File: src/hdl/rect_point_scaler_defines.svh
// ============================================================================
// rect_point_scaler_defines.svh
// Assertion macros shared by the rect_point_scaler RTL.
// ============================================================================
`ifndef RECT_POINT_SCALER_DEFINES_SVH
`define RECT_POINT_SCALER_DEFINES_SVH

// Same-cycle implication, disabled during reset.
`define RPS_ASSERT_IMP(label, clk, rst, pre, post, msg) \
   label: assert property (@(posedge clk) disable iff (rst) (pre) |-> (post)) \
      else $error(msg);

// Next-cycle implication, disabled during reset.
`define RPS_ASSERT_NXT(label, clk, rst, pre, post, msg) \
   label: assert property (@(posedge clk) disable iff (rst) (pre) |=> (post)) \
      else $error(msg);

`endif

File: src/hdl/rps_pkg.sv
// ============================================================================
// rps_pkg
// Widths, register map, stage payloads and helpers of the point scaler.
// ============================================================================
`default_nettype none

package rps_pkg;

   localparam int COORD_BITS     = 16;
   localparam int QUO_BITS       = COORD_BITS - 1;
   localparam int PROD_BITS      = 2 * QUO_BITS;
   localparam int MAP_BITS       = COORD_BITS + 1;
   localparam int REQ_DATA_BITS  = ((2 * COORD_BITS + 7) / 8) * 8;
   localparam int RSP_DATA_BITS  = ((2 * MAP_BITS + 7) / 8) * 8;
   localparam int CSR_INDEX_BITS = 3;

   typedef logic signed [COORD_BITS-1:0] coord_type;
   typedef logic [QUO_BITS-1:0]          quo_type;

   typedef enum logic [CSR_INDEX_BITS-1:0] {
      CSR_DEST_LEFT,
      CSR_DEST_TOP,
      CSR_DEST_SPAN_X,
      CSR_DEST_SPAN_Y,
      CSR_SRC_LEFT,
      CSR_SRC_TOP,
      CSR_SRC_SPAN_X,
      CSR_SRC_SPAN_Y
   } csr_index_type;

   localparam coord_type DEST_LEFT_RESET   = coord_type'(0);
   localparam coord_type DEST_TOP_RESET    = coord_type'(0);
   localparam coord_type DEST_SPAN_X_RESET = coord_type'(256);
   localparam coord_type DEST_SPAN_Y_RESET = coord_type'(192);
   localparam coord_type SRC_LEFT_RESET    = coord_type'(0);
   localparam coord_type SRC_TOP_RESET     = coord_type'(0);
   localparam coord_type SRC_SPAN_X_RESET  = coord_type'(640);
   localparam coord_type SRC_SPAN_Y_RESET  = coord_type'(480);

   typedef struct packed {
      coord_type dest_left;
      coord_type dest_top;
      coord_type dest_span_x;
      coord_type dest_span_y;
      coord_type src_left;
      coord_type src_top;
      coord_type src_span_x;
      coord_type src_span_y;
   } cfg_type;

   // after the range check: offsets into the destination rectangle
   typedef struct packed {
      logic    in_rect;
      quo_type off_x;
      quo_type off_y;
   } front_type;

   // divider payload: partial remainder, and dividend bits becoming quotient
   typedef struct packed {
      logic    in_rect;
      quo_type rem_x;
      quo_type quo_x;
      quo_type rem_y;
      quo_type quo_y;
   } div_type;

   typedef struct packed {
      quo_type rem;
      quo_type quo;
   } div_bit_type;

   function automatic logic span_pos(input coord_type s);
      return !s[COORD_BITS-1] && (s != '0);
   endfunction

   // one restoring step: shift in next dividend bit, subtract when it fits
   function automatic div_bit_type div_bit(input quo_type rem, input quo_type quo,
                                           input quo_type d);
      logic [QUO_BITS:0] trial;
      logic [QUO_BITS:0] diff;
      logic              ge;
      div_bit_type       res;
      trial   = {rem, quo[QUO_BITS-1]};
      diff    = trial - {1'b0, d};
      ge      = trial >= {1'b0, d};
      res.rem = ge ? diff[QUO_BITS-1:0] : trial[QUO_BITS-1:0];
      res.quo = {quo[QUO_BITS-2:0], ge};
      return res;
   endfunction

endpackage

`default_nettype wire

File: src/hdl/rect_point_scaler.sv
// ============================================================================
// rect_point_scaler
// Maps a destination-space point into a source rectangle, pipelined.
// ============================================================================
//  channel | dir | handshake            | content
//  req     | in  | req_tvalid/tready    | tdata: point_x, point_y
//  rsp     | out | rsp_tvalid/tready    | tdata: mapped_x, mapped_y; tuser: inside_res
//  csr     | in  | csr_we (no wait)     | csr_index, csr_wdata
//
//  One item a cycle while the output is taken; registered stages, in order:
//  range check, span product, one quotient bit per divider stage, origin add.
//  Reset clears the valid bits and loads the register defaults.
//  Each stage holds while it is full and its successor is not ready; empty stages close up.
// ============================================================================
`default_nettype none
`include "rect_point_scaler_defines.svh"

module rect_point_scaler (
   input  wire logic                                  clock,
   input  wire logic                                  reset,
   input  wire logic                                  req_tvalid,
   output logic                                       req_tready,
   input  wire logic [rps_pkg::REQ_DATA_BITS-1:0]     req_tdata,  // point_x, point_y
   output logic                                       rsp_tvalid,
   input  wire logic                                  rsp_tready,
   output logic      [rps_pkg::RSP_DATA_BITS-1:0]     rsp_tdata,  // mapped_x, mapped_y
   output logic                                       rsp_tuser,  // inside_res
   input  wire logic                                  csr_we,
   input  wire logic [rps_pkg::CSR_INDEX_BITS-1:0]    csr_index,
   input  wire logic [rps_pkg::COORD_BITS-1:0]        csr_wdata
);
   import rps_pkg::*;

   cfg_type              cfg_ff;
   coord_type            point_x;
   coord_type            point_y;
   logic                 stg_valid [QUO_BITS+1];
   logic                 stg_ready [QUO_BITS+1];
   div_type              stg_data  [QUO_BITS+1];
   logic                 rsp_valid_ff;
   logic                 rsp_inside_ff;
   logic [MAP_BITS-1:0]  rsp_x_ff;
   logic [MAP_BITS-1:0]  rsp_y_ff;
   logic [MAP_BITS-1:0]  map_x_in;
   logic [MAP_BITS-1:0]  map_y_in;
   div_type              last;

   // configuration registers
   always_ff @(posedge clock) begin
      if (reset) begin
         cfg_ff.dest_left   <= DEST_LEFT_RESET;
         cfg_ff.dest_top    <= DEST_TOP_RESET;
         cfg_ff.dest_span_x <= DEST_SPAN_X_RESET;
         cfg_ff.dest_span_y <= DEST_SPAN_Y_RESET;
         cfg_ff.src_left    <= SRC_LEFT_RESET;
         cfg_ff.src_top     <= SRC_TOP_RESET;
         cfg_ff.src_span_x  <= SRC_SPAN_X_RESET;
         cfg_ff.src_span_y  <= SRC_SPAN_Y_RESET;
      end else if (csr_we) begin
         unique case (csr_index_type'(csr_index))
            CSR_DEST_LEFT:   cfg_ff.dest_left   <= csr_wdata;
            CSR_DEST_TOP:    cfg_ff.dest_top    <= csr_wdata;
            CSR_DEST_SPAN_X: cfg_ff.dest_span_x <= csr_wdata;
            CSR_DEST_SPAN_Y: cfg_ff.dest_span_y <= csr_wdata;
            CSR_SRC_LEFT:    cfg_ff.src_left    <= csr_wdata;
            CSR_SRC_TOP:     cfg_ff.src_top     <= csr_wdata;
            CSR_SRC_SPAN_X:  cfg_ff.src_span_x  <= csr_wdata;
            CSR_SRC_SPAN_Y:  cfg_ff.src_span_y  <= csr_wdata;
            default: ;
         endcase
      end
   end

   assign point_x = req_tdata[COORD_BITS-1:0];
   assign point_y = req_tdata[2*COORD_BITS-1:COORD_BITS];

   rps_front u_front (
      .clock     (clock),
      .reset     (reset),
      .cfg       (cfg_ff),
      .in_valid  (req_tvalid),
      .in_ready  (req_tready),
      .point_x   (point_x),
      .point_y   (point_y),
      .out_valid (stg_valid[0]),
      .out_ready (stg_ready[0]),
      .out_data  (stg_data[0])
   );

   for (genvar i = 0; i < QUO_BITS; i++) begin : g_div
      rps_div_step u_step (
         .clock     (clock),
         .reset     (reset),
         .div_x     (cfg_ff.dest_span_x[QUO_BITS-1:0]),
         .div_y     (cfg_ff.dest_span_y[QUO_BITS-1:0]),
         .in_valid  (stg_valid[i]),
         .in_ready  (stg_ready[i]),
         .in_data   (stg_data[i]),
         .out_valid (stg_valid[i+1]),
         .out_ready (stg_ready[i+1]),
         .out_data  (stg_data[i+1])
      );
   end

   // origin add and output register
   assign last = stg_data[QUO_BITS];
   assign stg_ready[QUO_BITS] = !rsp_valid_ff || rsp_tready;

   always_comb begin
      map_x_in = {cfg_ff.src_left[COORD_BITS-1], cfg_ff.src_left} +
                 {{2{1'b0}}, last.quo_x};
      map_y_in = {cfg_ff.src_top[COORD_BITS-1], cfg_ff.src_top} +
                 {{2{1'b0}}, last.quo_y};
   end

   always_ff @(posedge clock) begin
      if (reset) begin
         rsp_valid_ff <= 1'b0;
      end else if (stg_ready[QUO_BITS]) begin
         rsp_valid_ff <= stg_valid[QUO_BITS];
      end
   end

   always_ff @(posedge clock) begin
      if (stg_ready[QUO_BITS] && stg_valid[QUO_BITS]) begin
         rsp_inside_ff <= last.in_rect;
         rsp_x_ff      <= last.in_rect ? map_x_in : '0;
         rsp_y_ff      <= last.in_rect ? map_y_in : '0;
      end
   end

   assign rsp_tvalid = rsp_valid_ff;
   assign rsp_tuser  = rsp_inside_ff;
   assign rsp_tdata  = RSP_DATA_BITS'({rsp_y_ff, rsp_x_ff});

   `RPS_ASSERT_IMP(a_zero_outside, clock, reset, rsp_tvalid && !rsp_tuser,
      rsp_tdata == '0, "result outside the rectangle carries non-zero coordinates")
   `RPS_ASSERT_IMP(a_quo_range, clock, reset, stg_valid[QUO_BITS] && last.in_rect,
      (last.quo_x < cfg_ff.src_span_x[QUO_BITS-1:0]) &&
      (last.quo_y < cfg_ff.src_span_y[QUO_BITS-1:0]),
      "quotient not below source span")
   `RPS_ASSERT_IMP(a_no_stall_empty, clock, reset, !rsp_tvalid, req_tready,
      "input stalled with empty output register")

endmodule

`default_nettype wire

File: src/hdl/rps_front.sv
// ============================================================================
// rps_front
// Range check and offset (first stage), span product (second stage).
// ============================================================================
`default_nettype none
`include "rect_point_scaler_defines.svh"

module rps_front (
   input  wire logic            clock,
   input  wire logic            reset,
   input  wire rps_pkg::cfg_type   cfg,
   input  wire logic            in_valid,
   output logic                 in_ready,
   input  wire rps_pkg::coord_type point_x,
   input  wire rps_pkg::coord_type point_y,
   output logic                 out_valid,
   input  wire logic            out_ready,
   output rps_pkg::div_type     out_data
);
   import rps_pkg::*;

   logic                s1_valid_ff;
   front_type           s1_ff;
   front_type           s1_in;
   logic                s2_ready;
   logic                s2_valid_ff;
   div_type             s2_ff;
   div_type             s2_in;
   logic signed [COORD_BITS:0] diff_x;
   logic signed [COORD_BITS:0] diff_y;
   logic                cfg_ok;
   logic                in_x;
   logic                in_y;
   logic [PROD_BITS-1:0] prod_x;
   logic [PROD_BITS-1:0] prod_y;

   assign s2_ready = !s2_valid_ff || out_ready;
   assign in_ready = !s1_valid_ff || s2_ready;

   always_comb begin
      cfg_ok = span_pos(cfg.dest_span_x) && span_pos(cfg.dest_span_y) &&
               span_pos(cfg.src_span_x) && span_pos(cfg.src_span_y);
      diff_x = {point_x[COORD_BITS-1], point_x} - {cfg.dest_left[COORD_BITS-1], cfg.dest_left};
      diff_y = {point_y[COORD_BITS-1], point_y} - {cfg.dest_top[COORD_BITS-1], cfg.dest_top};
      in_x   = !diff_x[COORD_BITS] &&
               (diff_x < $signed({cfg.dest_span_x[COORD_BITS-1], cfg.dest_span_x}));
      in_y   = !diff_y[COORD_BITS] &&
               (diff_y < $signed({cfg.dest_span_y[COORD_BITS-1], cfg.dest_span_y}));
      s1_in.in_rect = cfg_ok && in_x && in_y;
      s1_in.off_x   = diff_x[QUO_BITS-1:0];
      s1_in.off_y   = diff_y[QUO_BITS-1:0];
   end

   always_comb begin
      prod_x        = s1_ff.off_x * cfg.src_span_x[QUO_BITS-1:0];
      prod_y        = s1_ff.off_y * cfg.src_span_y[QUO_BITS-1:0];
      s2_in.in_rect = s1_ff.in_rect;
      s2_in.rem_x   = prod_x[PROD_BITS-1:QUO_BITS];
      s2_in.quo_x   = prod_x[QUO_BITS-1:0];
      s2_in.rem_y   = prod_y[PROD_BITS-1:QUO_BITS];
      s2_in.quo_y   = prod_y[QUO_BITS-1:0];
   end

   always_ff @(posedge clock) begin
      if (reset) begin
         s1_valid_ff <= 1'b0;
         s2_valid_ff <= 1'b0;
      end else begin
         if (in_ready) begin
            s1_valid_ff <= in_valid;
         end
         if (s2_ready) begin
            s2_valid_ff <= s1_valid_ff;
         end
      end
   end

   always_ff @(posedge clock) begin
      if (in_ready && in_valid) begin
         s1_ff <= s1_in;
      end
      if (s2_ready && s1_valid_ff) begin
         s2_ff <= s2_in;
      end
   end

   assign out_valid = s2_valid_ff;
   assign out_data  = s2_ff;

   `RPS_ASSERT_NXT(a_front_take, clock, reset, in_valid && in_ready, s1_valid_ff,
      "transfer into the front stage lost")
   `RPS_ASSERT_IMP(a_front_off, clock, reset, s1_valid_ff && s1_ff.in_rect,
      (s1_ff.off_x < cfg.dest_span_x[QUO_BITS-1:0]) &&
      (s1_ff.off_y < cfg.dest_span_y[QUO_BITS-1:0]),
      "offset of an inside point not below destination span")

endmodule

`default_nettype wire

File: src/hdl/rps_div_step.sv
// ============================================================================
// rps_div_step
// One registered restoring-division step for both axes.
// ============================================================================
`default_nettype none
`include "rect_point_scaler_defines.svh"

module rps_div_step (
   input  wire logic          clock,
   input  wire logic          reset,
   input  wire rps_pkg::quo_type div_x,
   input  wire rps_pkg::quo_type div_y,
   input  wire logic          in_valid,
   output logic               in_ready,
   input  wire rps_pkg::div_type in_data,
   output logic               out_valid,
   input  wire logic          out_ready,
   output rps_pkg::div_type   out_data
);
   import rps_pkg::*;

   logic        valid_ff;
   div_type     data_ff;
   div_type     data_in;
   div_bit_type step_x;
   div_bit_type step_y;

   assign in_ready = !valid_ff || out_ready;

   always_comb begin
      step_x          = div_bit(in_data.rem_x, in_data.quo_x, div_x);
      step_y          = div_bit(in_data.rem_y, in_data.quo_y, div_y);
      data_in.in_rect = in_data.in_rect;
      data_in.rem_x   = step_x.rem;
      data_in.quo_x   = step_x.quo;
      data_in.rem_y   = step_y.rem;
      data_in.quo_y   = step_y.quo;
   end

   always_ff @(posedge clock) begin
      if (reset) begin
         valid_ff <= 1'b0;
      end else if (in_ready) begin
         valid_ff <= in_valid;
      end
   end

   always_ff @(posedge clock) begin
      if (in_ready && in_valid) begin
         data_ff <= data_in;
      end
   end

   assign out_valid = valid_ff;
   assign out_data  = data_ff;

   `RPS_ASSERT_IMP(a_div_rem, clock, reset, valid_ff && data_ff.in_rect,
      (data_ff.rem_x < div_x) && (data_ff.rem_y < div_y),
      "partial remainder not below divisor")

endmodule

`default_nettype wire
File: config.mk
export PLATFORM = sky130hd
export DESIGN_NAME = rect_point_scaler
export DESIGN_NICKNAME = d
export VERILOG_FILES = /design/src/hdl/rps_pkg.sv /design/src/hdl/rect_point_scaler.sv /design/src/hdl/rps_front.sv /design/src/hdl/rps_div_step.sv
export VERILOG_INCLUDE_DIRS = /design/src /design/src/hdl
export SDC_FILE = /design/constraint.sdc
export NUM_CORES = 2
export LEC_CHECK = 0
export BUFFER_PORTS_ARGS = -buffer_cell sky130_fd_sc_hd__clkbuf_2
export CORE_UTILIZATION = 60
export CTS_CLUSTER_SIZE = 24
export DETAILED_ROUTE_END_ITERATION = 12
export GPL_TIMING_DRIVEN = 1
export PLACE_DENSITY = 0.76
export SYNTH_ARGS = -nofsm -noshare
export SYNTH_HDL_FRONTEND = slang
export SYNTH_SLANG_ARGS = --single-unit
File: constraint.sdc
create_clock -name clock -period 11.4 [get_ports clock]
set_input_delay 2.28 -clock clock [delete_from_list [all_inputs] [get_ports clock]]
set_output_delay 2.28 -clock clock [all_outputs]
set_load 0.01 [all_outputs]
### After elaboration in Yosys (flattened, before gate mapping)

Index checks and enable logic that the tools add are counted.
Widths: inputs -> output; s select.

| word-level totals | value |
|---|---|
| bits in registers | 1158 |
| word-level logic and storage cells | 295 |

| cells by class | value |
|---|---|
| add/subtract/negate cells | 32 |
| multipliers | 2 |
| $lt $le $gt $ge | 32 |
| equality and inequality tests | 7 |
| mux-type cells | 28 |
| reductions and logical operators | 84 |

Operator list:

| kind | number |
|---|---|
| $ge 16x15->1 | 30 |
| $mux 15 | 28 |
| $sub 15x15->15 | 28 |
| $reduce_bool 16->1 | 4 |
| $mul 15x15->30 | 2 |
| $add 16x16->17 | 2 |
| $lt 17x16->1 | 2 |
| $sub 16x16->17 | 2 |
| $logic_and 1x1->1 | 29 |
| $logic_not 1->1 | 24 |
| $logic_or 1x1->1 | 18 |
| $reduce_and 2->1 | 8 |
| $eq 3x3->1 const B | 4 |
| $eq 3x2->1 const B | 2 |
| $eq 3x1->1 const B | 1 |
| $logic_not 3->1 | 1 |

### Depth between registers and ports, before layout

| depth | value |
|---|---|
| depth in word-level cells | 20 |
| depth in mapped cells | 25 |
| depth with buffers taken out | 23 |

### Hierarchy

Synthesis repeated with hierarchy kept, for this count alone.

| unflattened totals | value |
|---|---|
| cells, all modules | 8350 |
| area total of the unflattened synthesis | 86487.9 um^2 |

By module, submodules not included:

| module | instances | cells each | area each (um^2) |
|---|---|---|---|
| rps_div_step (g_div[10].u_step ...) | 13 | 356 | 3932.5 |
| rps_front | 1 | 2164 | 20288.2 |
| rect_point_scaler | 1 | 848 | 7200.7 |
| rps_div_step (g_div[1].u_step) | 1 | 359 | 4043.9 |
| rps_div_step (g_div[0].u_step) | 1 | 351 | 3832.4 |

### Worst setup path before layout

No wires, ideal clock.

| timing path | value |
|---|---|
| path type | input-to-reg |
| from | in rsp_tready |
| to | reg g_div[2].u_step.data_ff (netlist bit g_div[2].u_step.out_data[0]), enable pin |
| library setup time | 0.573 ns |
| data arrival time | 7.581 ns |
| data required time | 10.827 ns |
| slack | 3.246 ns |
| stages on the path | 6 |
| buffers on the path | 0 |
| cells stage by stage | and2b_1 -> and3_1 -> and3_1 -> nand2_1 -> nor3_1 -> a21boi_0 |

| on the way | value |
|---|---|
| cells in the longest elaborated chain, start to end | 15 |

RTL lines:

| element | line | source |
|---|---|---|
| start, declared | rect_point_scaler.sv:25 | `input wire logic rsp_tready,` |
| $logic_or 1x1->1 | rect_point_scaler.sv:107 | `assign stg_ready[QUO_BITS] = !rsp_valid_ff \|\| rsp_tready;` |
| $logic_or 1x1->1 (13 in series) | rps_div_step.sv:28 | `assign in_ready = !valid_ff \|\| out_ready;` |
| $logic_and 1x1->1 | rps_div_step.sv:49 | `if (in_ready && in_valid) begin` |
| end signal, assigned | rps_div_step.sv:50 | `data_ff <= data_in;` |
| end, declared | rps_div_step.sv:23 | `div_type data_ff;` |

No other way between the ends.
A chain may end at the register's enable or synchronous reset.

### Worst setup path in the final report

| timing path | value |
|---|---|
| from | in rsp_tready |
| to | out req_tready |

| on the way | value |
|---|---|
| cells in the longest elaborated chain, start to end | 18 |

RTL lines:

| element | line | source |
|---|---|---|
| $logic_or 1x1->1 | rect_point_scaler.sv:107 |  |
| $logic_or 1x1->1 (15 in series) | rps_div_step.sv:28 |  |
| $logic_or 1x1->1 | rps_front.sv:37 | `assign s2_ready = !s2_valid_ff \|\| out_ready;` |
| $logic_or 1x1->1 | rps_front.sv:38 | `assign in_ready = !s1_valid_ff \|\| s2_ready;` |
| end, declared | rect_point_scaler.sv:22 | `output logic req_tready,` |

No other way between the ends.

==> flow_summary.yaml <==
clock_network:
  cts_resized: 0
  cts_buffers: 120
  htreeDepth: 3
  path_clk_slew_ps: 60
  cts_tree: "done"
  cts_root_buf: "clkbuf_16"
  post_cts_buffers: 0
  cts_sinks: 1158
  clk_latency_ps: 750
  ctsHoldBuffers: 0
  clockBufferDepth: 3
pwr:
  vdd.ir_drop.worst_uv: 185.9
  leakagePower_nw: 34.43
  power_mw: 11.90
  p_per_area_mw_per_mm2: 139.9
placed_design:
  gp_congestion: 0.8913
  portBuffers: 92
  pre_cts_ws_ps: 3835
  hpwl_um: 129200
timing:
  slew_headroom_pct: 13.20
  setup_viol: 0
  setup_slack_ps: 3703
  timing.final.max_slew_violations: 0
  fin_crit_ps: 7697
  tightest_slew_ps: 1297
  timing.fmax_ghz: 0.1299
  period_share_pct: 67.52
  finClkSkew_ps: 40.36
  setup_tns_ps: 0
  rsz0062_at_grt: "false"
  hold-worst-slack_ps: 387.2
  hold_violations: 0
finish:
  multi_input_area_mm2: 0.04191
  final_net_count: 8571
  antenna_cells: 0
  drive_gt1_share_pct: 8.546
  n_fill_cell: 9790
  area_growth_pct: 8.254
  regArea_mm2: 0.03331
floorplan:
  ios: 99
  core_mm2: 0.1298
  die_w_um: 363.9
  floorplan.initialDensity_pct: 60.55
  die_area_mm2: 0.1325
  die_h_um: 363.9
  fp-row-count: 132
synth:
  synth_top_area_share_pct: 38.66
  ys_seq_area_share_pct: 42.38
  yosysTopAreaCell: "edfxtp_1"
  avgSynthCellArea_um2: 10.68
  synthTopCellsByArea: "edfxtp_1, ha_1, fa_1, a21oi_1, dfxtp_1"
  synth_ff_type: "edfxtp_1"
  synth_edf_count: 1012
  yosys_warnings: 0
  synth.most_common_cell: "edfxtp_1"
  netlist_top_cells_count: "edfxtp_1, ha_1, inv_1"
  syn_area_mm2: 0.07860
  async_reset_ff_share_pct: 0
  ys_types: 93
  syn-instance-count: 7360
  synth-seq-cells: 1158
routing:
  drt-initial-drc-count: 4536
  wl_per_cell_um: 19.43
  wl_met1_um: 76740
  dr_wl_met3_um: 12300
  drc: 0
  wl_met2_um: 85180
  ant_nets: 0
  vias: 55281
  vias_per_cell: 5.966
  first_pass_iters: 7
  wl_um: 180000
  top_layer_used: "met5"
grt:
  grt_pass1_wl_um: 287400
  antenna_found_initial: 6
  grtUsageTotal_pct: 27.36
  grt_pass1_vias: 55185
  grt_max_degree: 97
  gr-total-overflow: 0
setup_path:
  reg2reg_slack_ps: 4470
  reg2reg_depth: 22
  cp_cell_sequence: "clkbuf_2, and2b_1, and3_1, and3_1, nand2_1, nor3_1, nand3_1, inv_1, nand4_1, clkbuf_2"
  worst_setup_path_start_kind: "primary input"
  crit_required_ps: 9120
  cp-end-kind: "primary output"
  arrival_ps: 5420
  critical-path-max-stage-delay_ps: 730
  path_class: "in2out"
  critPathSlowestCell: "nor3_1"
  critPathMaxFanout: 5
min_path:
  whs_path_depth: 0
  hold_class: "reg2reg"
job:
  cap_violations: 0
run_status:
  status: "completed"
-- cells by family (layout without fill, tap and decap cells) --
family,after synthesis,after routing,share of synthesized area (%)
DFF,1158,1158,42.38
and+or+nand+nor,2160,2160,13.47
adders and majority gates,1098,1098,20.97
AOI/OAI and AO/OA,1511,1511,12.17
buffers and inverters,898,1057,4.533
muxes,170,170,2.421
xor gates and xnor gates,364,364,4.056
other,1,6,0.004771
-- worst max-delay path: cells and delay by family --
family / cells / cell delay (ps)
buffers and inverters: 3 / 580
AND/OR/NAND/NOR: 7 / 2550
-- cell type report --
| class | instances | area share, % |
|---|---|---|
| multi-input combinational | 5309 | 49.26 |
| sequential | 1158 | 39.15 |
| clock buffer | 151 | 3.795 |
| inverter | 685 | 3.022 |
| tap | 1742 | 2.561 |
| clock inverter | 78 | 1.222 |
| timing repair buffer | 143 | 0.9940 |
-- state kept, by name (all words and copies together), names as in the netlist --
| signal | flops |
|---|---|
| cfg_ff | 128 |
| rsp_tvalid | 1 |
| rsp_y_ff | 17 |
| rsp_tuser | 1 |
| u_front.s1_ff | 31 |
| u_front.s1_valid_ff | 1 |
| u_front.out_valid | 1 |
| u_front.out_data | 61 |
| g_div.u_step.out_valid | 15 |
| rsp_x_ff | 17 |
| g_div.u_step.out_data | 885 |
-- power breakdown --
part	switching, mW	leakage (nW)	internal (mW)
clock network	1.74	2.05	2.45
registers	0.113	10.3	4.80
logic	1.59	22.0	1.20
total	3.45	34.4	8.46
-- metrics by stage --
step / cells / utilization (%) / instance area [µm²]
finish: 9266 / 65.55 / 85090
global route: 9266 / 65.55 / 85090
CTS: 9266 / 65.55 / 85090
detailed placement: 9037 / 62.26 / 80820
global placement: 9037 / 62.26 / 80820
floorplan: 7365 / - / 78620
-- worst paths after layout --
kind                                                   from                          end
worst max-delay path                             rsp_tready                   req_tready
worst min-delay path            g_div[1].u_step.out_data[7]  g_div[2].u_step.out_data[8]
worst max register to register            u_front.s1_ff[20]         u_front.out_data[53]
worst min register to register  g_div[1].u_step.out_data[7]  g_div[2].u_step.out_data[8]
-- metal layers --
layer | GRT usage (%) | vias up
li1 | - | 26116
met4 | 9.390 | 4
met1 | 36.36 | 27023
met2 | 46.01 | 1783
met5 | 0 | -
met3 | 3.819 | 355
-- layout by cell type (no fill, tap or decap), types with 21 or more instances in the layout --
cell,synthesis,routed
nor3_1,109,107
edfxtp_1,1012,1012
mux2_2,133,133
nor2_1,531,530
and3_1,49,49
and2_1,294,292
inv_1,683,678
o21a_1,84,83
nand4_1,117,117
ha_1,732,732
xor2_1,125,125
mux2i_1,30,30
a211oi_1,59,59
a21o_1,123,123
a21oi_1,644,642
clkbuf_16,0,120
dfxtp_1,146,146
clkbuf_2,25,91
nand2b_1,88,88
fa_1,366,366
a31oi_1,51,50
a21boi_0,44,39
xnor2_1,239,239
a31o_2,40,40
o211ai_1,32,32
or2_2,29,29
o21bai_1,30,30
o41ai_2,21,21
o21ai_0,229,229
buf_4,14,52
nand3_1,50,50
and4_1,24,24
nor2b_1,91,85
or3_1,58,58
nand2_1,652,652
clkinv_2,0,22
Power figures use the tool's default switching activity.
